**config.mk**
```make
export PLATFORM = sky130hd
export DESIGN_NAME = apc_div
export DESIGN_NICKNAME = d
export VERILOG_FILES = /design/src/sv/apc_pkg.sv /design/src/sv/apc_div.sv
export SDC_FILE = /design/constraint.sdc
export NUM_CORES = 1
export LEC_CHECK = 0
export ABC_AREA = 1
export BUFFER_PORTS_ARGS = -buffer_cell sky130_fd_sc_hd__clkbuf_2
export CORE_ASPECT_RATIO = 2
export CORE_MARGIN = 5
export CORE_UTILIZATION = 60
export CTS_CLUSTER_SIZE = 40
export DETAILED_ROUTE_END_ITERATION = 8
export HOLD_SLACK_MARGIN = 0.12
export PLACE_DENSITY = 0.86
export SKIP_LAST_GASP = 1
export SLEW_MARGIN = 10
export SYNTH_ARGS = -nofsm -noshare
export SYNTH_HDL_FRONTEND = slang
export SYNTH_SLANG_ARGS = --single-unit
```
**constraint.sdc**
```tcl
create_clock -name aclk -period 3.3 [get_ports aclk]
set_clock_uncertainty 0.2 [all_clocks]
set_input_delay 0.165 -clock aclk [delete_from_list [all_inputs] [get_ports aclk]]
set_output_delay 0.165 -clock aclk [all_outputs]
set_load 0.05 [all_outputs]
```
**src/sv/apc_pkg.sv**
```systemverilog
// Shared constants, codes and widths for the audio playout prebuffer controller.
`default_nettype none
package apc_pkg;

    localparam int RING_DEPTH    = 32768;
    localparam int CHUNK_SAMPLES = 32;
    localparam int LEVEL_STEP    = 4;

    localparam int PTR_W  = $clog2(RING_DEPTH);
    localparam int FILL_W = $clog2(RING_DEPTH + 1);
    localparam int IDX_W  = $clog2(CHUNK_SAMPLES);
    localparam int N_W    = $clog2(CHUNK_SAMPLES + 1);

    localparam int CNT_MAX = (CHUNK_SAMPLES + LEVEL_STEP - 1) / LEVEL_STEP;
    localparam int CNT_W   = $clog2(CNT_MAX + 1);
    localparam int SUM_W   = 16 + $clog2(CNT_MAX);

    // The divider covers both the mean and the scaled mean (mean * 255 < 2**23).
    localparam int DIV_W  = 23;
    localparam int DIVR_W = 16;
    localparam int DCNT_W = $clog2(DIV_W);

    localparam int APB_AW = 4;

    localparam logic [1:0] MODE_WRITE  = 2'd0;
    localparam logic [1:0] MODE_DRAIN  = 2'd1;
    localparam logic [1:0] MODE_FLUSH  = 2'd2;
    localparam logic [1:0] MODE_CREDIT = 2'd3;

    localparam logic [1:0] KIND_ACK    = 2'd0;
    localparam logic [1:0] KIND_SAMPLE = 2'd1;
    localparam logic [1:0] KIND_CREDIT = 2'd2;

    localparam logic [1:0] REG_PREBUF_LEVEL = 2'd0;
    localparam logic [1:0] REG_PREBUF_WAIT  = 2'd1;
    localparam logic [1:0] REG_END_PASSES   = 2'd2;
    localparam logic [1:0] REG_FULL_SCALE   = 2'd3;

    localparam logic [15:0] RST_PREBUF_LEVEL = 16'd3200;
    localparam logic [4:0]  RST_PREBUF_WAIT  = 5'd15;
    localparam logic [4:0]  RST_END_PASSES   = 5'd15;
    localparam logic [15:0] RST_FULL_SCALE   = 16'd6000;

    localparam logic [4:0] HELD_MAX  = 5'd31;
    localparam logic [7:0] LEVEL_MAX = 8'd255;

endpackage
`default_nettype wire

```
**src/sv/apc_div.sv**
```systemverilog
// Bit-serial restoring divider, one quotient bit per cycle, used for the loudness level.
`default_nettype none
module apc_div
    import apc_pkg::*;
(
    input  wire logic              aclk,
    input  wire logic              aresetn,
    input  wire logic              start,
    input  wire logic [DIV_W-1:0]  dividend,
    input  wire logic [DIVR_W-1:0] divisor,
    output logic                   done,
    output logic [DIV_W-1:0]       quotient
);

    logic              busy_reg, busy_next;
    logic              done_reg, done_next;
    logic [DCNT_W-1:0] cnt_reg, cnt_next;
    logic [DIV_W-1:0]  quot_reg, quot_next;
    logic [DIVR_W-1:0] rem_reg, rem_next;
    logic [DIVR_W-1:0] dvsr_reg, dvsr_next;

    logic [DIVR_W:0]   rem_sh;
    logic [DIVR_W+1:0] diff;

    always_comb begin
        rem_sh    = {rem_reg, quot_reg[DIV_W-1]};
        diff      = {1'b0, rem_sh} - {2'b00, dvsr_reg};
        busy_next = busy_reg;
        done_next = 1'b0;
        cnt_next  = cnt_reg;
        quot_next = quot_reg;
        rem_next  = rem_reg;
        dvsr_next = dvsr_reg;
        if (busy_reg) begin
            if (!diff[DIVR_W+1]) begin
                rem_next  = diff[DIVR_W-1:0];
                quot_next = {quot_reg[DIV_W-2:0], 1'b1};
            end else begin
                rem_next  = rem_sh[DIVR_W-1:0];
                quot_next = {quot_reg[DIV_W-2:0], 1'b0};
            end
            if (cnt_reg == '0) begin
                busy_next = 1'b0;
                done_next = 1'b1;
            end else begin
                cnt_next = cnt_reg - 1'b1;
            end
        end else if (start) begin
            busy_next = 1'b1;
            cnt_next  = DCNT_W'(DIV_W - 1);
            quot_next = dividend;
            rem_next  = '0;
            dvsr_next = divisor;
        end
    end

    always_ff @(posedge aclk) begin
        if (!aresetn) begin
            busy_reg <= 1'b0;
            done_reg <= 1'b0;
        end else begin
            busy_reg <= busy_next;
            done_reg <= done_next;
        end
        cnt_reg  <= cnt_next;
        quot_reg <= quot_next;
        rem_reg  <= rem_next;
        dvsr_reg <= dvsr_next;
    end

    assign done     = done_reg;
    assign quotient = quot_reg;

endmodule
`default_nettype wire

```
# Yosys cells after proc, flatten, opt, wreduce, memory -nomap -nowiden
# Index checks and enable logic that the tools add are counted.
# word_totals
ff_bits	62
latch_bits	0
mem_bits_rw	0
mem_bits_ro	0
inputBits	42
output_inout_bits	24
word_cells	28
n_memories	0
# op_classes
addsub	2
n_mul	0
div_mod_pow	0
order_cmp	0
n_eq_ne	1
shift	0
n_mux	13
bitwise	1
n_reduce_logical	5
# ops
operator	n
$mux W16	3
$mux W23	2
$sub A17 B16 Y18	1
$mux W5	3
$reduce_and A2 Y1	3
$logic_not A5 Y1	1
$mux W1	5
$sub A5 B1 Y5 const B	1
$ne A2 B2 Y1 const B	1
$reduce_bool A2 Y1	1
$not A1 Y1	1

# Longest topological paths before layout
# Gate-level depths: netlist of the first run.
# depth
ltp_word	3
ltp_mapped	15
depth_no_buf	14

# Worst setup path after synthesis of the first run
# No wires, ideal clock.
# synth_timing
path_kind	flip-flop to flip-flop
from	register quot_reg[22] (netlist: quotient[22])
to	register rem_reg[8] (data pin)
setup_time_ns	0.252
arrival_time_ns	1.963
required_time_ns	2.848
slack_ns	0.885
stages_incl_launch_ff	10
n_path_buf	0
period_less_slack_ns	2.415
path_cell_list	edfxtp_1 -> inv_1 -> ha_1 -> fa_1 -> o21bai_1 -> nand3_1 -> nand3_1 -> nand2_1 -> nor2_1 -> nor2_1
# synth_via
elab_chain_cells	3
# synth_lines
element	line_no	source
from (decl)	apc_div.sv:18	logic [DIV_W-1:0] quot_reg, quot_next;
from (signal assigned)	apc_div.sv:66	quot_reg <= quot_next;
$sub A17 B16 Y18	apc_div.sv:27	diff = {1'b0, rem_sh} - {2'b00, dvsr_reg};
$mux W16	apc_div.sv:35	if (!diff[DIVR_W+1]) begin
$mux W16	apc_div.sv:34	if (busy_reg) begin
to (signal assigned)	apc_div.sv:67	rem_reg <= rem_next;
to (decl)	apc_div.sv:19	logic [DIVR_W-1:0] rem_reg, rem_next;
# No other way between the ends.
# A chain may end at the register's enable or synchronous reset.

# Worst setup path in the final report of the first run
# layout_timing
from	register rem_reg[2]
to	register rem_reg[5] (data pin)
# layout_via
elab_chain_cells	3
# layout_lines
element	line_no
$sub A17 B16 Y18	apc_div.sv:27
$mux W16	apc_div.sv:35
$mux W16	apc_div.sv:34
# No other way between the ends.

==> impl_metrics.yaml, run 1 <==
run_status:
  status: "finished, final reports clean"
worst_setup_path:
  start_kind: "flop"
  ff2ff_path_depth: 10
  crit_path_frequent_cell: "nand2_2"
  crit_family: "simple AND/OR/NAND/NOR gates"
  cpMaxStageDelayCell: "edfxtp_1"
  cp_slowest_stage_delay_ps: 450
  endpoint_kind: "flop"
  cp.buffers_inverters: 1
  crit_cells: 10
  crit_fanout: 11
  arrival_ps: 2580
  required_ps: 3170
  worstPathCellList: "ha_1 > nand2_2 > nor2_2 > nand3_2 > nand3_2 > nand2_2 > nand2_2 > inv_2 > nor2_1 > nor2_1"
  critPathKind: "reg2reg"
synth:
  synthCells: 460
  synth_cell_types: 30
  synth_area_per_cell_um2: 7.99
  netlist_area_um2: 3680
  synth-seq-cells: 62
  syn_nets: 520
  ys_seq_area_share_pct: 50.1
  yosysWarningCount: 0
finish:
  layout_commonest_cell: "nand2_1"
  final_net_count: 631
  largest_reg_flops: 23
  antennaDiodeCount: 0
  area_delta_synth_final_pct: 30.6
  drive_gt1_share_pct: 16.7
  layout_common_cells: "nand2_1 (185), inv_1 (74), clkbuf_2 (65)"
  post-route-cell-area_um2: 4800
global_route:
  overflow: 0
  grt_max_degree: 30
  grt_pass1_wl_um: 20100
  grt_usage_pct: 34.0
  antenna_found_initial: 0
  grt_pass1_vias: 3920
floorplanning:
  die_w_um: 65.4
  ioPinCount: 66
  dieHeight_um: 121
  std_cell_rows: 40
  die_area_um2: 7890
  initial_core_util_pct: 61.2
  core-area_um2: 6010
cts:
  cts_buffers: 9
  cts.sinks: 62
  clock_latency_ps: 330
  clockBufferDepth: 2
  root_buffer: "clkbuf_16"
  cts_post_setup_buffers_inserted: 0
  clk_pin_slew_ps: 60
  tritoncts: "done"
  cts_htree_levels: 3
sta:
  setup_tns_ps: 0
  tightest_slew_ps: 782
  max_slew_margin_pct: 47.7
  hold_violations: 0
  fmax_mhz: 369
  setup_viol: 0
  finalMaxSlewViolations: 0
  period_share_pct: 82.0
  worst_hold_slack_ps: 198
  period_needed_ps: 2710
  rsz0062_at_grt: "false"
route:
  detail-route-antenna-nets: 0
  wire_per_inst_um: 19.7
  dr.first_iter.drc_count: 495
  drc: 0
  drt_pre_antenna_iters: 9
  vias: 3750
  wirelength_um: 12600
  drt-vias-per-instance: 5.87
place:
  hpwl_um: 6850
  gp_congestion: 0.978
  dpl_cell_area_um2: 4070
  portBuffers: 65
worst_hold_path:
  min_delay_path_depth: 3
  hold_class: "in2reg"
power:
  total_power_uw: 3080
  cellLeakagePower_uw: 0.00252
  ir_worst_vdd_v: 0.000626
  pwr_density_cell_nw_per_um2: 642
job:
  cap_violations: 0
[where the power goes]
group	internal (uW)	total (uW)	switching, uW
Sequential	980	1040	64.0
Combinational	296	949	653
Clock	738	1090	349
[logic make-up (layout without fill, tap and decap cells)]
logic type / after synthesis / in the layout / synth area share [%]
adder cells (fa/ha/maj): 18 / 18 / 6.33
buffers and inverters: 87 / 203 / 9.32
AND/OR/NAND/NOR: 273 / 273 / 30.9
XOR/XNOR: 6 / 6 / 1.43
flip-flops: 62 / 62 / 50.1
AO/OA/AOI/OAI: 14 / 14 / 1.97
[Yosys cell counts]
cell	count	area, um2
nor2_1	42	158
clkbuf_1	2	7.51
buf_1	3	11.3
nor3b_1	1	7.51
buf_6	1	11.3
fa_1	1	20.0
nor3_1	4	20.0
nand3_2	2	20.0
and2_1	1	6.26
xor2_1	5	43.8
a21oi_1	10	50.1
o21bai_1	1	7.51
inv_2	2	7.51
xnor2_1	1	8.76
nand2_2	4	25.0
nor2_2	2	12.5
nand2_1	185	694
nand3b_1	8	60.1
or2_2	1	6.26
buf_4	1	7.51
inv_1	74	278
ha_1	17	213
dfxtp_1	2	40.0
nand3_1	19	95.1
o21ai_0	3	15.0
nand2_4	1	11.3
buf_2	4	20.0
or3_1	1	6.26
nand4_1	2	12.5
edfxtp_1	60	1800
[routing by layer]
| metal | GRT usage [%] | share of wire, % |
|---|---|---|
| met3 | 6.60 | 9.5 |
| met2 | 59.9 | 51 |
| met1 | 37.2 | 33 |
| met5 | 0 | 0 |
| met4 | 19.0 | 6.5 |
[worst register-to-register path, cell delays in order, from the launching register on]
cell and delay, ps:
edfxtp_1 450, ha_1 420, nand2_2 100, nor2_2 170, nand3_2 110, nand3_2 100, nand2_2 180, nand2_2 290
inv_2 150, nor2_1 190, nor2_1 90
[area by class of cell]
cell class / count / area, um2
repair buffers: 111 / 771
flip-flops and latches: 62 / 1840
multi-input cells: 311 / 1490
inverters: 76 / 285
fillers: 332 / 1200
clock buffers: 12 / 236
well taps: 63 / 78.8
clock inverters: 4 / 95.1
[final timing paths]
| check | end | from | slack, ps |
|---|---|---|---|
| worst max-delay path | rem_reg[5] | rem_reg[2] | 590 |
| worst min-delay path | cnt_reg[4] | start | 200 |
| worst max register to register | rem_reg[5] | rem_reg[2] | 590 |
| worst min register to register | quotient[6] | quotient[5] | 390 |
[repair_timing]
item                                   in CTS  in global routing
resized for setup                           0                  0
hold buffers                               40                  0
endpoints found under the hold margin      41                  0
[metrics by stage]
stage	cells	setup slack [ps]	utilization (%)
after floorplan	460	885	-
after global placement	583	894	67.8
after detailed placement	583	857	67.8
after CTS	639	804	79.9
after global routing	639	493	79.9
final	639	593	79.9
Note: power is estimated with default switching activity, not from simulation.
==> run 2, diff against run 1 <==
CORE_UTILIZATION = 56   (was 60)
PLACE_DENSITY = 0.81   (was 0.86)
clock period = 2.8 ns   (was 3.3 ns; I/O delays follow)
==> run 2 against run 1 <==
Compared with the run above:
- first-iteration DRC count decreased by 53%
- cell area decreased by 0.55%
- critical path depth unchanged
- power increased by 6.2%
- count of clock-buffer cells in the layout increased by 2
- wire length decreased by 17%
- sequential share of layout area increased by 0.21 points
- die area increased by 6.3%
- clock power decreased by 9%
- hold slack got worse by 20 ps
- core utilization decreased by 4.9 points
- setup slack got worse by 330 ps
==> impl_metrics.yaml, run 2 (same netlist as run 1, synthesis figures left out) <==
floorplanning:
  die_area_um2: 8390
  die_w_um: 67.3
  std_cell_rows: 41
  initial_core_util_pct: 57.8
  ioPinCount: 66
  dieHeight_um: 125
  core-area_um2: 6360
power:
  pwr-share-seq_pct: 37.2
  power.internal_uw: 2120
  clkPwrFrac_pct: 30.3
  pwr_density_cell_nw_per_um2: 685
  total_power_uw: 3270
  cellLeakagePower_uw: 0.00249
  p_comb_share_pct: 32.4
  p_sw_uw: 1150
  switching_share_pct: 35.0
  ir_worst_vdd_v: 0.000622
worst_setup_path:
  critPathKind: "reg2reg"
  worstPathCellList: "ha_1 > nand2_1 > nor2_2 > nand3_2 > nand3_2 > nand2_2 > nand2_2 > inv_2 > nor2_1 > nor2_1"
  crit_fanout: 11
  start_kind: "flop"
  cpMaxStageDelayCell: "edfxtp_1"
  endpoint_kind: "flop"
  required_ps: 2670
  arrival_ps: 2410
  cp_slowest_stage_delay_ps: 390
sta:
  fmax_mhz: 394
  setup_viol: 0
  hold_violations: 0
  setup_slack_ps: 265
  max_slew_margin_pct: 60.6
  rsz0062_at_grt: "false"
  tightest_slew_ps: 590
  period_share_pct: 90.5
  period_needed_ps: 2540
  setup_tns_ps: 0
  finalMaxSlewViolations: 0
  worst_hold_slack_ps: 178
place:
  hpwl_um: 6750
  gp_congestion: 0.887
  dpl_worst_slack_ps: 318
  portBuffers: 65
finish:
  layout_commonest_cell: "nand2_1"
  final_net_count: 631
  layout_common_cells: "nand2_1 (185), inv_1 (74), clkbuf_2 (65)"
  fill_cells: 418
  fin_util_pct: 75.1
  largest_reg_flops: 23
  area_delta_synth_final_pct: 29.8
  antennaDiodeCount: 0
  drive_gt1_share_pct: 16.5
global_route:
  gr-usage-met2_pct: 48.3
  grt_pass1_wl_um: 16900
  met1_usage_pct: 27.5
  antenna_found_initial: 0
  busiest_layer: "met2"
  grt_usage_pct: 27.1
  grt_pass1_vias: 3664
  overflow: 0
  met3_usage_pct: 6.14
  grt_max_degree: 44
cts:
  post_cts_resized: 0
  tritoncts: "done"
  cts_buffers: 9
  root_buffer: "clkbuf_16"
  cts.sinks: 62
  clk_pin_slew_ps: 50
  clock_latency_ps: 330
  cts_htree_levels: 3
  clockBufferDepth: 2
job:
  cap_violations: 0
route:
  drt-vias-per-instance: 5.15
  wire_per_inst_um: 15.9
  wirelength_um: 10500
  detail-route-antenna-nets: 0
  dr.first_iter.drc_count: 234
  vias: 3412
  drc: 0
  drt_pre_antenna_iters: 7
run_status:
  status: "finished, final reports clean"
worst_hold_path:
  hold_class: "in2reg"
## run 2: per-layer routing
metal	vias up	wire, um
met5	-	0
met4	0	425
met3	39	630
met2	165	5750
met1	1550	3690
li1	1658	-
## run 2: power by group through the flow
| stage | combinational [uW] | clock [uW] | sequential [uW] |
|---|---|---|---|
| floorplan | 613 | 0 | 1340 |
| global placement | 950 | 0 | 1220 |
| detailed placement | 973 | 0 | 1230 |
| CTS | 1030 | 999 | 1210 |
| global route | 1170 | 1050 | 1220 |
| finish | 1060 | 993 | 1220 |
## run 2: area by class of cell
type                       instances  area, um2  share of cell area [%]
multi-input combinational        311       1490                    31.3
timing repair buffer             111        783                    16.4
tap                               86        108                    2.25
clock inverter                     2       10.0                   0.210
inverter                          76        285                    5.97
clock buffer                      14        254                    5.32
sequential                        62       1840                    38.6
## run 2: critical path, delay by kind of cell (launching register included)
family | cells | cell delay (ps)
and+or+nand+nor | 8 | 1190
DFF | 1 | 390
adders and majority gates | 1 | 370
buffers and inverters | 1 | 140
## run 2: through the flow
step,instances,area [um2]
after floorplan,460,3680
after global placement,606,4110
after detailed placement,606,4110
after CTS,662,4770
after global routing,662,4770
final,662,4770
## run 2: what timing repair did
action                    CTS  global route
setup buffers               0             0
hold buffers               40             0
hold endpoints to repair   41             0
## run 2: path summary, 6_finish.rpt
| kind | start | endpoint | slack, ps | depth (start not counted) |
|---|---|---|---|---|
| max | rem_reg[5] | rem_reg[9] | 260 | 10 |
| max reg2reg | rem_reg[5] | rem_reg[9] | 260 | 10 |
| min reg2reg | quotient[1] | quotient[2] | 380 | 2 |
| min | start | cnt_reg[1] | 180 | 3 |
